### src/design/gsoa_pkg.sv
`timescale 1ns / 1ps

package gsoa_pkg;

    localparam int PosW   = 16;            // position / obstacle fields
    localparam int TrigW  = 16;            // Q2.14 heading cos / sin
    localparam int DiffW  = PosW + 1;      // target minus pose
    localparam int LocW   = 34;            // rotated vector, squared distance
    localparam int MulAW  = LocW + 1;      // shared multiplier, A side
    localparam int MulBW  = 18;            // shared multiplier, B side
    localparam int ProdW  = MulAW + MulBW;
    localparam int SlopeFrac = 14;

    localparam logic signed [MulBW-1:0] SLOPE_AHEAD = 18'sd1644;  // tan 0.1
    localparam logic signed [MulBW-1:0] SLOPE_OFF   = 18'sd3321;  // tan 0.2

    localparam logic signed [PosW-1:0] NO_OBSTACLE = 16'sd32767;
    localparam logic signed [PosW-1:0] NEAR_MM     = 16'sd500;
    localparam logic signed [PosW-1:0] CLEAR_MM    = 16'sd750;
    localparam logic signed [LocW-1:0] ARRIVE_SQ   = 34'sd10000;
    localparam logic signed [LocW-1:0] LEAVE_SQ    = 34'sd40000;
    localparam logic signed [DiffW-1:0] FAR_AXIS   = 17'sd1024;

    // configuration register indexes
    localparam logic [2:0] REG_TA_X   = 3'd0;
    localparam logic [2:0] REG_TA_Y   = 3'd1;
    localparam logic [2:0] REG_TB_X   = 3'd2;
    localparam logic [2:0] REG_TB_Y   = 3'd3;
    localparam logic [2:0] REG_CRUISE = 3'd4;
    localparam logic [2:0] REG_TURN   = 3'd5;
    localparam logic [2:0] REG_AVOID  = 3'd6;
    localparam logic [2:0] REG_CORR   = 3'd7;

    localparam logic OP_OBSTACLE = 1'b0;
    localparam logic OP_TICK     = 1'b1;

    typedef enum logic [2:0] {
        MODE_TURN    = 3'd0,
        MODE_FORWARD = 3'd1,
        MODE_SEARCH  = 3'd2,
        MODE_AVOID   = 3'd3,
        MODE_STOP    = 3'd4
    } mode_t;

    // tick sequencer: each step from SEQ_LX0 to SEQ_SO feeds the shared multiplier once
    typedef enum logic [3:0] {
        SEQ_IDLE,
        SEQ_LX0,
        SEQ_LX1,
        SEQ_LY0,
        SEQ_LY1,
        SEQ_D0,
        SEQ_D1,
        SEQ_SA,
        SEQ_SO,
        SEQ_FIN
    } seq_t;

endpackage

### src/design/gsoa_mul.sv
`timescale 1ns / 1ps

// Shared signed multiplier, product registered.
module gsoa_mul
    import gsoa_pkg::*;
(
    input  logic                    aclk,
    input  logic signed [MulAW-1:0] op_a,
    input  logic signed [MulBW-1:0] op_b,
    output logic signed [ProdW-1:0] prod
);

    logic signed [ProdW-1:0] prod_reg;

    always_ff @(posedge aclk) begin
        prod_reg <= op_a * op_b;
    end

    assign prod = prod_reg;

endmodule

### src/design/goal_seek_obstacle_avoid_fsm.sv
`timescale 1ns / 1ps
// Obstacle beat: handled in the idle state; the next beat may follow at once while the result slot is free.
// Tick beat: 8 multiplier passes on one shared 35x18 multiplier, then a decision
// step that writes the result; one tick in flight at a time, the next beat is
// taken only after the sequencer is back in idle.
// Reset (aresetn low, synchronous): paused, Turn mode, target 0, no obstacle,
// goal not latched, configuration back to defaults, no result pending.
module goal_seek_obstacle_avoid_fsm
    import gsoa_pkg::*;
(
    input  logic                    aclk,
    input  logic                    aresetn,

    input  logic                    cfg_valid,
    output logic                    cfg_ready,
    input  logic [2:0]              cfg_index,
    input  logic [15:0]             cfg_data,

    input  logic                    s_valid,
    output logic                    s_ready,
    input  logic                    s_operation,
    input  logic signed [PosW-1:0]  s_obstacle_x,
    input  logic signed [PosW-1:0]  s_obstacle_y,
    input  logic signed [PosW-1:0]  s_pose_x,
    input  logic signed [PosW-1:0]  s_pose_y,
    input  logic signed [TrigW-1:0] s_heading_cos,
    input  logic signed [TrigW-1:0] s_heading_sin,
    input  logic [31:0]             s_time_ms,
    input  logic                    s_key_pressed,
    input  logic                    s_key_is_run,

    output logic                    m_valid,
    input  logic                    m_ready,
    output logic [9:0]              m_speed,
    output logic signed [11:0]      m_turn,
    output logic                    m_is_paused,
    output logic [2:0]              m_mode,
    output logic                    m_target_number,
    output logic                    m_goal_reached,
    output logic [31:0]             m_goal_time_ms
);

    // ------------------------------------------------------------------
    // configuration registers; always writable
    // ------------------------------------------------------------------
    logic signed [PosW-1:0] ta_x_reg, ta_y_reg, tb_x_reg, tb_y_reg;
    logic [9:0]             cruise_reg;
    logic [10:0]            turn_rate_reg;
    logic [15:0]            avoid_ms_reg;
    logic [10:0]            corr_reg;

    assign cfg_ready = 1'b1;

    always_ff @(posedge aclk) begin
        if (!aresetn) begin
            ta_x_reg      <= 16'sd1000;
            ta_y_reg      <= 16'sd3500;
            tb_x_reg      <= 16'sd2000;
            tb_y_reg      <= 16'sd0;
            cruise_reg    <= 10'd200;
            turn_rate_reg <= 11'd500;
            avoid_ms_reg  <= 16'd4000;
            corr_reg      <= 11'd300;
        end else if (cfg_valid) begin
            unique case (cfg_index)
                REG_TA_X:   ta_x_reg      <= cfg_data;
                REG_TA_Y:   ta_y_reg      <= cfg_data;
                REG_TB_X:   tb_x_reg      <= cfg_data;
                REG_TB_Y:   tb_y_reg      <= cfg_data;
                REG_CRUISE: cruise_reg    <= cfg_data[9:0];
                REG_TURN:   turn_rate_reg <= cfg_data[10:0];
                REG_AVOID:  avoid_ms_reg  <= cfg_data;
                REG_CORR:   corr_reg      <= cfg_data[10:0];
                default:    ;
            endcase
        end
    end

    // ------------------------------------------------------------------
    // navigator state
    // ------------------------------------------------------------------
    seq_t  seq_reg, seq_next;
    mode_t mode_reg, mode_next;
    logic  target_reg, target_next;
    logic  paused_reg, paused_next;
    logic  search_left_reg, search_left_next;
    logic  goal_valid_reg, goal_valid_next;
    logic [31:0] avoid_start_reg, avoid_start_next;
    logic [31:0] goal_stamp_reg, goal_stamp_next;
    logic signed [PosW-1:0] near_fwd_reg, near_fwd_next;
    logic signed [PosW-1:0] near_lat_reg, near_lat_next;

    // tick operands, captured at accept
    logic signed [DiffW-1:0] dx_reg, dx_next;
    logic signed [DiffW-1:0] dy_reg, dy_next;
    logic signed [TrigW-1:0] cos_reg, cos_next;
    logic signed [TrigW-1:0] sin_reg, sin_next;
    logic [31:0]             now_reg, now_next;

    // intermediate results of the multiply sequence
    logic signed [LocW-1:0] acc_reg, acc_next;
    logic signed [LocW-1:0] lx_reg, lx_next;
    logic signed [LocW-1:0] ly_reg, ly_next;
    logic signed [LocW-1:0] d2_reg, d2_next;
    logic                   ahead_cmp_reg, ahead_cmp_next;

    // result holding register
    logic        m_valid_reg, m_valid_next;
    logic [9:0]  m_speed_reg, m_speed_next;
    logic signed [11:0] m_turn_reg, m_turn_next;
    logic        m_paused_reg, m_paused_next;
    logic [2:0]  m_mode_reg, m_mode_next;
    logic        m_target_reg, m_target_next;
    logic        m_goal_reg, m_goal_next;
    logic [31:0] m_goal_time_reg, m_goal_time_next;

    logic s_fire;
    logic is_idle;

    assign is_idle = (seq_reg == SEQ_IDLE);
    // the only result slot must be free (or freeing) before any beat is accepted
    assign s_ready = is_idle && (!m_valid_reg || m_ready);
    assign s_fire  = s_valid && s_ready;

    // ------------------------------------------------------------------
    // shared multiplier
    // ------------------------------------------------------------------
    logic signed [MulAW-1:0] mul_a;
    logic signed [MulBW-1:0] mul_b;
    logic signed [ProdW-1:0] prod;

    gsoa_mul u_mul (
        .aclk (aclk),
        .op_a (mul_a),
        .op_b (mul_b),
        .prod (prod)
    );

    logic signed [MulAW-1:0] dx_a, dy_a, ax_a;
    logic signed [MulBW-1:0] dx_b, dy_b, cos_b, sin_b;
    logic [LocW-1:0]         ax, ay;
    logic [ProdW-1:0]        ay_scaled;

    assign dx_a  = MulAW'(dx_reg);
    assign dy_a  = MulAW'(dy_reg);
    assign dx_b  = MulBW'(dx_reg);
    assign dy_b  = MulBW'(dy_reg);
    assign cos_b = MulBW'(cos_reg);
    assign sin_b = MulBW'(sin_reg);
    assign ax    = lx_reg[LocW-1] ? LocW'(-lx_reg) : LocW'(lx_reg);
    assign ay    = ly_reg[LocW-1] ? LocW'(-ly_reg) : LocW'(ly_reg);
    assign ax_a  = $signed({1'b0, ax});
    // |ly| * 2^14, compared against slope * |lx|
    assign ay_scaled = ProdW'({ay, {SlopeFrac{1'b0}}});

    // ------------------------------------------------------------------
    // sequencer: next state
    // ------------------------------------------------------------------
    always_comb begin
        seq_next = seq_reg;
        unique case (seq_reg)
            SEQ_IDLE: if (s_fire && s_operation == OP_TICK) seq_next = SEQ_LX0;
            SEQ_LX0:  seq_next = SEQ_LX1;
            SEQ_LX1:  seq_next = SEQ_LY0;
            SEQ_LY0:  seq_next = SEQ_LY1;
            SEQ_LY1:  seq_next = SEQ_D0;
            SEQ_D0:   seq_next = SEQ_D1;
            SEQ_D1:   seq_next = SEQ_SA;
            SEQ_SA:   seq_next = SEQ_SO;
            SEQ_SO:   seq_next = SEQ_FIN;
            SEQ_FIN:  seq_next = SEQ_IDLE;
            default:  seq_next = SEQ_IDLE;
        endcase
    end

    // ------------------------------------------------------------------
    // decision terms used in the final step
    // ------------------------------------------------------------------
    logic far_axis, far_leave, near_arrive;
    logic both_zero, lx_pos, ahead, off_axis, to_left;
    logic obst_near, obst_clear, avoid_done;
    logic [31:0] avoid_elapsed;
    logic signed [DiffW:0] oy_abs;

    assign far_axis = (dx_reg >= FAR_AXIS) || (dx_reg <= -FAR_AXIS)
                   || (dy_reg >= FAR_AXIS) || (dy_reg <= -FAR_AXIS);
    assign far_leave   = far_axis || (d2_reg > LEAVE_SQ);
    assign near_arrive = !far_axis && (d2_reg < ARRIVE_SQ);

    assign both_zero = (lx_reg == '0) && (ly_reg == '0);
    assign lx_pos    = (lx_reg > 0);
    assign ahead     = both_zero || (lx_pos && ahead_cmp_reg);
    // off axis unless inside the tan 0.2 cone; prod holds 3321*|lx| here
    assign off_axis  = !both_zero && (!lx_pos || (ay_scaled > $unsigned(prod)));
    assign to_left   = (ly_reg > 0) || ((ly_reg == '0) && (lx_reg < 0));

    assign obst_near     = (near_fwd_reg < NEAR_MM);
    assign obst_clear    = (near_fwd_reg > CLEAR_MM);
    assign avoid_elapsed = now_reg - avoid_start_reg;
    assign avoid_done    = (avoid_elapsed > {16'd0, avoid_ms_reg});

    assign oy_abs = s_obstacle_y[PosW-1] ? -(DiffW+1)'(s_obstacle_y)
                                         : (DiffW+1)'(s_obstacle_y);

    // ------------------------------------------------------------------
    // datapath and outputs
    // ------------------------------------------------------------------
    always_comb begin
        logic signed [PosW-1:0] tx, ty;

        mode_next        = mode_reg;
        target_next      = target_reg;
        paused_next      = paused_reg;
        search_left_next = search_left_reg;
        goal_valid_next  = goal_valid_reg;
        avoid_start_next = avoid_start_reg;
        goal_stamp_next  = goal_stamp_reg;
        near_fwd_next    = near_fwd_reg;
        near_lat_next    = near_lat_reg;
        dx_next          = dx_reg;
        dy_next          = dy_reg;
        cos_next         = cos_reg;
        sin_next         = sin_reg;
        now_next         = now_reg;
        acc_next         = acc_reg;
        lx_next          = lx_reg;
        ly_next          = ly_reg;
        d2_next          = d2_reg;
        ahead_cmp_next   = ahead_cmp_reg;
        mul_a            = dx_a;
        mul_b            = cos_b;

        m_valid_next     = m_valid_reg && !m_ready;
        m_speed_next     = m_speed_reg;
        m_turn_next      = m_turn_reg;
        m_paused_next    = m_paused_reg;
        m_mode_next      = m_mode_reg;
        m_target_next    = m_target_reg;
        m_goal_next      = m_goal_reg;
        m_goal_time_next = m_goal_time_reg;

        tx = target_reg ? tb_x_reg : ta_x_reg;
        ty = target_reg ? tb_y_reg : ta_y_reg;

        unique case (seq_reg)
            SEQ_IDLE: begin
                if (s_fire) begin
                    if (s_operation == OP_OBSTACLE) begin
                        // keep the closest point inside the corridor
                        if (oy_abs < $signed({7'd0, corr_reg})
                                && s_obstacle_x < near_fwd_reg) begin
                            near_fwd_next = s_obstacle_x;
                            near_lat_next = s_obstacle_y;
                        end
                    end else begin
                        if (s_key_pressed) begin
                            paused_next = !(paused_reg && s_key_is_run);
                        end
                        dx_next  = DiffW'(tx) - DiffW'(s_pose_x);
                        dy_next  = DiffW'(ty) - DiffW'(s_pose_y);
                        cos_next = s_heading_cos;
                        sin_next = s_heading_sin;
                        now_next = s_time_ms;
                    end
                end
            end
            SEQ_LX0: begin
                mul_a = dx_a;
                mul_b = cos_b;
            end
            SEQ_LX1: begin
                mul_a    = dy_a;
                mul_b    = sin_b;
                acc_next = LocW'(prod);
            end
            SEQ_LY0: begin
                mul_a   = dy_a;
                mul_b   = cos_b;
                lx_next = acc_reg + LocW'(prod);
            end
            SEQ_LY1: begin
                mul_a    = dx_a;
                mul_b    = sin_b;
                acc_next = LocW'(prod);
            end
            SEQ_D0: begin
                mul_a   = dx_a;
                mul_b   = dx_b;
                ly_next = acc_reg - LocW'(prod);
            end
            SEQ_D1: begin
                mul_a    = dy_a;
                mul_b    = dy_b;
                acc_next = LocW'(prod);
            end
            SEQ_SA: begin
                mul_a   = ax_a;
                mul_b   = SLOPE_AHEAD;
                d2_next = acc_reg + LocW'(prod);
            end
            SEQ_SO: begin
                mul_a          = ax_a;
                mul_b          = SLOPE_OFF;
                ahead_cmp_next = (ay_scaled < $unsigned(prod));
            end
            SEQ_FIN: begin
                m_speed_next = '0;
                m_turn_next  = '0;
                if (!paused_reg) begin
                    unique case (mode_reg)
                        MODE_STOP:    if (far_leave) mode_next = MODE_TURN;
                        MODE_TURN:    if (ahead) mode_next = MODE_FORWARD;
                        MODE_FORWARD: begin
                            if (near_arrive) begin
                                mode_next = MODE_STOP;
                            end else if (off_axis) begin
                                mode_next = MODE_TURN;
                            end else if (obst_near) begin
                                mode_next        = MODE_SEARCH;
                                search_left_next = !(near_lat_reg > 0);
                            end
                        end
                        MODE_SEARCH: begin
                            if (obst_clear) begin
                                mode_next        = MODE_AVOID;
                                avoid_start_next = now_reg;
                            end
                        end
                        MODE_AVOID: begin
                            if (avoid_done) begin
                                mode_next = MODE_TURN;
                            end else if (obst_near) begin
                                mode_next        = MODE_SEARCH;
                                search_left_next = !(near_lat_reg > 0);
                            end
                        end
                        default: ;
                    endcase

                    unique case (mode_next)
                        MODE_FORWARD, MODE_AVOID: m_speed_next = cruise_reg;
                        MODE_TURN: begin
                            m_turn_next = to_left ? $signed({1'b0, turn_rate_reg})
                                                  : -$signed({1'b0, turn_rate_reg});
                        end
                        MODE_SEARCH: begin
                            m_turn_next = search_left_next
                                        ? $signed({1'b0, turn_rate_reg})
                                        : -$signed({1'b0, turn_rate_reg});
                        end
                        MODE_STOP: begin
                            if (!target_reg) begin
                                target_next = 1'b1;
                            end else if (!goal_valid_reg) begin
                                goal_stamp_next = now_reg;
                                goal_valid_next = 1'b1;
                            end
                        end
                        default: ;
                    endcase
                end

                // every tick forgets the obstacle picture
                near_fwd_next = NO_OBSTACLE;
                near_lat_next = '0;

                m_valid_next     = 1'b1;
                m_paused_next    = paused_reg;
                m_mode_next      = mode_next;
                m_target_next    = target_next;
                m_goal_next      = goal_valid_next;
                m_goal_time_next = goal_stamp_next;
            end
            default: ;
        endcase
    end

    // ------------------------------------------------------------------
    // registers
    // ------------------------------------------------------------------
    always_ff @(posedge aclk) begin
        if (!aresetn) begin
            seq_reg         <= SEQ_IDLE;
            mode_reg        <= MODE_TURN;
            target_reg      <= 1'b0;
            paused_reg      <= 1'b1;
            search_left_reg <= 1'b0;
            goal_valid_reg  <= 1'b0;
            avoid_start_reg <= '0;
            goal_stamp_reg  <= '0;
            near_fwd_reg    <= NO_OBSTACLE;
            near_lat_reg    <= '0;
            m_valid_reg     <= 1'b0;
        end else begin
            seq_reg         <= seq_next;
            mode_reg        <= mode_next;
            target_reg      <= target_next;
            paused_reg      <= paused_next;
            search_left_reg <= search_left_next;
            goal_valid_reg  <= goal_valid_next;
            avoid_start_reg <= avoid_start_next;
            goal_stamp_reg  <= goal_stamp_next;
            near_fwd_reg    <= near_fwd_next;
            near_lat_reg    <= near_lat_next;
            m_valid_reg     <= m_valid_next;
        end
    end

    // payload, no reset
    always_ff @(posedge aclk) begin
        dx_reg          <= dx_next;
        dy_reg          <= dy_next;
        cos_reg         <= cos_next;
        sin_reg         <= sin_next;
        now_reg         <= now_next;
        acc_reg         <= acc_next;
        lx_reg          <= lx_next;
        ly_reg          <= ly_next;
        d2_reg          <= d2_next;
        ahead_cmp_reg   <= ahead_cmp_next;
        m_speed_reg     <= m_speed_next;
        m_turn_reg      <= m_turn_next;
        m_paused_reg    <= m_paused_next;
        m_mode_reg      <= m_mode_next;
        m_target_reg    <= m_target_next;
        m_goal_reg      <= m_goal_next;
        m_goal_time_reg <= m_goal_time_next;
    end

    assign m_valid         = m_valid_reg;
    assign m_speed         = m_speed_reg;
    assign m_turn          = m_turn_reg;
    assign m_is_paused     = m_paused_reg;
    assign m_mode          = m_mode_reg;
    assign m_target_number = m_target_reg;
    assign m_goal_reached  = m_goal_reg;
    assign m_goal_time_ms  = m_goal_time_reg;

endmodule
### config.mk
export PLATFORM = sky130hd
export DESIGN_NAME = goal_seek_obstacle_avoid_fsm
export DESIGN_NICKNAME = d
export VERILOG_FILES = /design/src/design/gsoa_pkg.sv /design/src/design/gsoa_mul.sv /design/src/design/goal_seek_obstacle_avoid_fsm.sv
export SDC_FILE = /design/constraint.sdc
export NUM_CORES = 2
export LEC_CHECK = 0
export ABC_AREA = 1
export BUFFER_PORTS_ARGS = -buffer_cell sky130_fd_sc_hd__buf_2
export CORE_ASPECT_RATIO = 2
export CORE_UTILIZATION = 35
export CTS_CLUSTER_SIZE = 16
export DETAILED_ROUTE_END_ITERATION = 12
export GPL_TIMING_DRIVEN = 0
export HOLD_SLACK_MARGIN = 0.05
export SYNTH_ARGS = -nofsm -noshare
export SYNTH_HDL_FRONTEND = slang
export SYNTH_SLANG_ARGS = --single-unit
export TNS_END_PERCENT = 10
### constraint.sdc
create_clock -name aclk -period 9.1 [get_ports aclk]
set_clock_uncertainty 0.1 [all_clocks]
set_input_delay 1.82 -clock aclk [delete_from_list [all_inputs] [get_ports aclk]]
set_output_delay 1.82 -clock aclk [all_outputs]
set_load 0.01 [all_outputs]
---- Yosys cells after proc, flatten, opt, wreduce, memory -nomap -nowiden ----
Cells that the tools add are included.
cells by class
  add/sub/neg operators ................... 9
  $mul .................................... 1
  magnitude comparators ................... 17
  equal/unequal tests ..................... 28
  muxes and demuxes ....................... 48
  bitwise operators ....................... 2
  reduce and logical (&&, ||, !) cells .... 52
operators by type and width
  operator                                                                             number
  16-bit 2-to-1 mux                                                                    8
  32-bit 2-to-1 mux                                                                    4
  18-bit one-hot mux with 5 select lines                                               1
  35-bit one-hot mux with 2 select lines                                               1
  34-bit by 1-bit greater-than comparator with 1-bit output (second input constant)    2
  34-bit logical NOT                                                                   2
  34-bit 2-to-1 mux                                                                    2
  34-bit negator                                                                       2
  16-bit one-hot mux with 2 select lines                                               2
  48-bit by 53-bit greater-than comparator with 1-bit output                           1
  48-bit by 53-bit < comparator with 1-bit output                                      1
  35-bit by 18-bit multiplier with 53-bit output                                       1
  4-bit one-hot mux with 9 select lines                                                1
  34-bit adder                                                                         1
  17-bit by 12-bit >= comparator with 1-bit output (second input constant)             2
  34-bit by 17-bit greater-than comparator with 1-bit output (second input constant)   1
  17-bit by 11-bit less-or-equal comparator with 1-bit output (second input constant)  2
  34-bit by 1-bit < comparator with 1-bit output (second input constant)               1
  34-bit by 15-bit < comparator with 1-bit output (second input constant)              1
  16-bit by 16-bit subtractor with 17-bit output                                       2
  34-bit subtractor                                                                    1
  32-bit by 16-bit greater-than comparator with 1-bit output                           1
  32-bit subtractor                                                                    1
  3-bit 2-to-1 mux                                                                     10
  other kinds (35)                                                                     106
word-level totals
  register bits ........................... 568
  bits of input ports ..................... 155
  output and inout port bits .............. 63

---- Logic depth before layout (Yosys ltp) ----
  depth in word-level cells ............... 14
  mapped depth ............................ 43
  depth with buffers taken out ............ 43

---- Modules after synthesis ----
From an unflattened synthesis, not the netlist that was laid out.
second synthesis, totals
  cell total of the unflattened synthesis .. 7,484
  area, all modules ....................... 56,586.8 µm²
by module, submodules not included
  module                        instances  cells each  area each (µm²)  seq. area each (µm²)
  goal_seek_obstacle_avoid_fsm  1          4,143       31,734.2         13,262.7
  gsoa_mul                      1          3,341       24,852.6         1,061.0

---- Least setup slack after synthesis ----
No wires, ideal clock.
  path type ............................... reg2reg
  from .................................... reg seq_reg[1]
  to ...................................... reg u_mul.prod_reg[51], in the netlist u_mul.prod[51]
  library setup time ...................... 0.119 ns
  arrival time ............................ 8.428 ns
  required time ........................... 8.881 ns
  setup slack ............................. 0.453 ns
  stages on the path, launching flop included .. 35
  path buffers ............................ 2
  clock period less this slack ............ 8.647 ns
  cell sequence ........................... dfxtp_1 -> nand2_1 -> nor2_1 -> inv_1 -> nand2_1 -> clkbuf_1 -> a21oi_1 -> nand2_1 -> o21ai_0 -> inv_1 -> clkbuf_1 -> nand2_1 -> fa_1 -> inv_1 -> fa_1 -> inv_1 -> fa_1 -> inv_1 -> fa_1 -> fa_1 -> inv_1 -> fa_1 -> inv_1 -> ha_1 -> a21oi_1 -> o21ai_0 -> nor2_1 -> o211ai_1 -> a21oi_1 -> inv_1 -> a21oi_1 -> o21ai_0 -> nand4_1 -> nand3_1 -> xor2_1
on the way
  cells in the longest elaborated chain, start to end .. 4
  elaborated cells between the ends (all ways) .. 13
  those cells by class .................... mul (1); eq/ne (7); mux (2); reduce/logical (3)
ends and longest elaborated chain
  item                                                                                                     line                                 RTL
  start: declaration                                                                                       goal_seek_obstacle_avoid_fsm.sv:82   seq_t seq_reg, seq_next;
  start signal: assignment                                                                                 goal_seek_obstacle_avoid_fsm.sv:395  seq_reg <= seq_next;
  4-bit by 3-bit == test with 1-bit output (tied with other cells)                                         goal_seek_obstacle_avoid_fsm.sv:245  unique case (seq_reg)
  2-bit OR reduction (no source line) / 3-bit OR reduction (equally long branches)                         --
  18-bit one-hot mux with 5 select lines / 35-bit one-hot mux with 2 select lines (equally long branches)  goal_seek_obstacle_avoid_fsm.sv:245
  35-bit by 18-bit multiplier with 53-bit output (*)                                                       gsoa_mul.sv:16                       prod_reg <= op_a * op_b;
  end signal: assignment                                                                                   gsoa_mul.sv:16
  end: declaration                                                                                         gsoa_mul.sv:13                       logic signed [ProdW-1:0] prod_reg;
Mark *: on every way between the ends. The rest lies on a longest branch, timed or not.
A chain may end at the register's enable or synchronous reset.

---- Final worst setup path ----
  from .................................... reg lx_reg[33]
  to ...................................... reg u_mul.prod_reg[47], in the netlist u_mul.prod[47]
on the way
  cells in the longest elaborated chain, start to end .. 4
ends and longest elaborated chain
  item                                                line                                 RTL
  start: declaration                                  goal_seek_obstacle_avoid_fsm.sv:102  logic signed [LocW-1:0] lx_reg, lx_next;
  start signal: assignment                            goal_seek_obstacle_avoid_fsm.sv:417  lx_reg <= lx_next;
  34-bit negator                                      goal_seek_obstacle_avoid_fsm.sv:150  assign ax = lx_reg[LocW-1] ? LocW'(-lx_reg) : LocW'(lx_reg);
  34-bit 2-to-1 mux (*)                               goal_seek_obstacle_avoid_fsm.sv:150
  35-bit one-hot mux with 2 select lines (*)          goal_seek_obstacle_avoid_fsm.sv:245
  35-bit by 18-bit multiplier with 53-bit output (*)  gsoa_mul.sv:16
Marks and branches as above.

==> impl_results.md <==
* GRT Overall Usage at 0.2633
* Dpl hpwl at 169000 um
* Seq cells post-synth at 568
* Cell taking the most area after synthesis: fa_1
* Final wirelength at 201600 um
* CP Buf/Inv Count at 6
* Largest family of logic cells by synthesized area: adder cells
* Top Ports at about 220
* Syn Std Cell Area at 53360 um^2
* Status: complete, no violations
* Width of the die at 278.1 um
* Worst endpoint data arrival time at between 9000 and 10000 ps
* WL/cell at 22.68 um
* Clock Latency Late Sink at about 650 ps
* Slew @ Worst Pin at 1338 ps
* Filler Cell Count at 15430
* Die Y-Extent at 554.2 um
* Clock tree from TritonCTS: done
* Final nets at 7999
* Finished Layout Cells at 8889
* Router iterations before antenna repair at 8
* Die area at approximately 150000 um^2
* Area fraction of the dominant cell type after synthesis at 0.2277
* DP Worst Slack at -3010 ps
* EDFF count, synth at ~300
* Vias in the first global route at 48030
* Gpl congestion at 1.005
* Mux share of post-synthesis cell area at 0.0003751
* Initial core utilization at 0.3525
* Top FF cell, synth: edfxtp_1
* First-pass GRT wire length at 296000 um
* CP Capture Type: register
* Placed Area at 57050 um^2
* Largest net degree at the start of global routing at 55
* Crit Path Class: register to register
* CTS max path bufs at 3
* Compound-Gate Fraction of Synth Area at 0.08645
* Max Freq at 0.1121 GHz
* Post-Synth XOR/XNOR Area at 0.03627
* Via count at 45060
* Post-layout min period at around 8900 ps
* Placed cells at between 8000 and 9000
* Port Buf Inserts at 207
* Top post-synthesis cells by area: fa_1 (23%), edfxtp_1 (17%), inv_1 (10%)
* Final setup viols at 0
* Register area share after synthesis at 0.2684
* CTS Sinks at 568
* Routed vias/inst at between 5 and 6
* Number of buffers created by CTS at 50
* Delay of the slowest cell on the worst path at 560 ps
* Max FFs per register at 53
* Relative slew slack at 0.1012
* Core ar. at 151400 um^2
* Layout cells sized above 1 at 0.08942
* Fraction of registers with async set or reset after synthesis at 0
* Simple-gate portion of the synthesized area at 0.1817
* DRT iter0 DRCs at around 2500
* Critical path peak fanout at 10
* Antenna-violating nets left at 0
* Max-slew violations at 0
* Slowest library cell on the worst path: fa_1
* Worst hold path class: register to register
* Layout area overhead at 12.27%
* CP top delay family: adder cells
* Setup WS post-layout at 179.3 ps
* RSZ-0062 raised after global routing: true
* Post-Syn Instances at between 6000 and 7000
* Final Hold Vio Count at 0
* Fin area at ~60000 um^2
* Startpoint types: register
* Synth Area in Adders at 0.3060
* H-tree levels at 2
* Commonest cells post-synth: inv_1 (1470), nand2_1 (1116), nor2_1 (809)
* CP most frequent cell: fa_1
* Post-synthesis net count at 7698
* Post-synthesis area per instance at 8.083 um^2
* Cell row count at 202
* Remaining global-route overflow at 0
* Period Utilization, post-route at 0.9803
* Ys Warns at 0
* Clk root buf: clkbuf_16
* # DRC at 0
* Max Cap Viol at 0
* Synth unique cells at 68
* Most common cell in the netlist: inv_1
* Data required time of the worst path at 9490 ps
* Hold_buf cts at 0
* Clock transition at the registers of the reported paths at 70 ps
* Initial antenna violation count at 22
## cells by family (layout without fill, tap and decap cells)
kind of cell / after synthesis / after routing
XOR/XNOR: 221 / 221
flip-flops: 568 / 568
AO/OA/AOI/OAI: 819 / 819
other: 1 / 7
multiplexers: 2 / 2
adder cells (fa/ha/maj): 941 / 941
AND/OR/NAND/NOR: 2353 / 2353
buffers and inverters: 1697 / 2040
## placed cells by master, fill, tap and decap left out, types with 12 or more instances in the layout
cell type,n
a21oi_1,333
fa_1,603
a21boi_1,12
o21ai_4,14
o21bai_1,14
nand2_1,1098
clkbuf_4,20
nand3_1,198
inv_2,16
nand2_2,46
ha_1,332
buf_4,41
a31oi_1,24
clkbuf_2,24
o211ai_1,52
clkinv_2,14
o21ai_1,16
inv_1,1458
nor2_1,799
o21ai_0,258
clkbuf_1,118
nor4_1,19
xor2_1,162
nor3_1,45
xnor2_1,50
clkbuf_16,56
dfxtp_1,273
nand4_1,74
edfxtp_1,295
buf_2,228
## per-stage QoR
step / hold slack [ps] / TNS [ps] / util
6_report: 356.4 / 0 / 0.3958
5_1_grt: 376.0 / -245.0 / 0.3957
4_1_cts: 357.3 / -143.2 / 0.3926
3_5_place_dp: 343.4 / -51510 / 0.3768
3_3_place_gp: 338.6 / -105900 / 0.3754
2_1_floorplan: 328.1 / 0 / -
## routing by layer
| layer | GRT usage | part of all wire | vias up |
|---|---|---|---|
| li1 | - | - | 20930 |
| met1 | 0.2260 | 0.30 | 21920 |
| met2 | 0.5103 | 0.54 | 1439 |
| met3 | 0.03057 | 0.037 | 736 |
| met4 | 0.2585 | 0.12 | 30 |
| met5 | 0 | 0.00097 | - |
## layout make-up
| cell class | instances | area, um^2 | area share |
|---|---|---|---|
| antenna | 6 | 15.01 | 0.0002506 |
| buffer | 203 | 1013 | 0.01692 |
| clock buffer | 70 | 1514 | 0.02527 |
| clock inverter | 24 | 210.2 | 0.003508 |
| inverter | 1494 | 5657 | 0.09441 |
| multi-input combinational | 4337 | 33250 | 0.5549 |
| sequential | 568 | 14320 | 0.2391 |
| tap | 1938 | 2425 | 0.04047 |
| timing repair buffer | 249 | 1508 | 0.02516 |
## tightest hold or removal path: cells and delay by family (launching register included)
kind	cells	cell delay, ps
flops	1	300
compound gates	1	50
buf+inv	1	60
## final timing paths
path / start / end / slack (ps) / cells past startpoint
worst max-delay path: lx_reg[33] / u_mul.prod[47] / 180 / 27
worst min-delay path: cruise_reg[1] / cruise_reg[1] / 360 / 2
worst max register to register: lx_reg[33] / u_mul.prod[47] / 180 / 27
worst min register to register: cruise_reg[1] / cruise_reg[1] / 360 / 2
## repair_timing
action	in CTS	in global routing
pin swaps	10	7
hold endpoints to repair	0	0
setup endpoints to repair	36	20
gates resized for setup	161	128
setup buffers	17	14
Power is not shown: default switching activity piles up to over one toggle a cycle in this logic, so the estimate is an artifact.
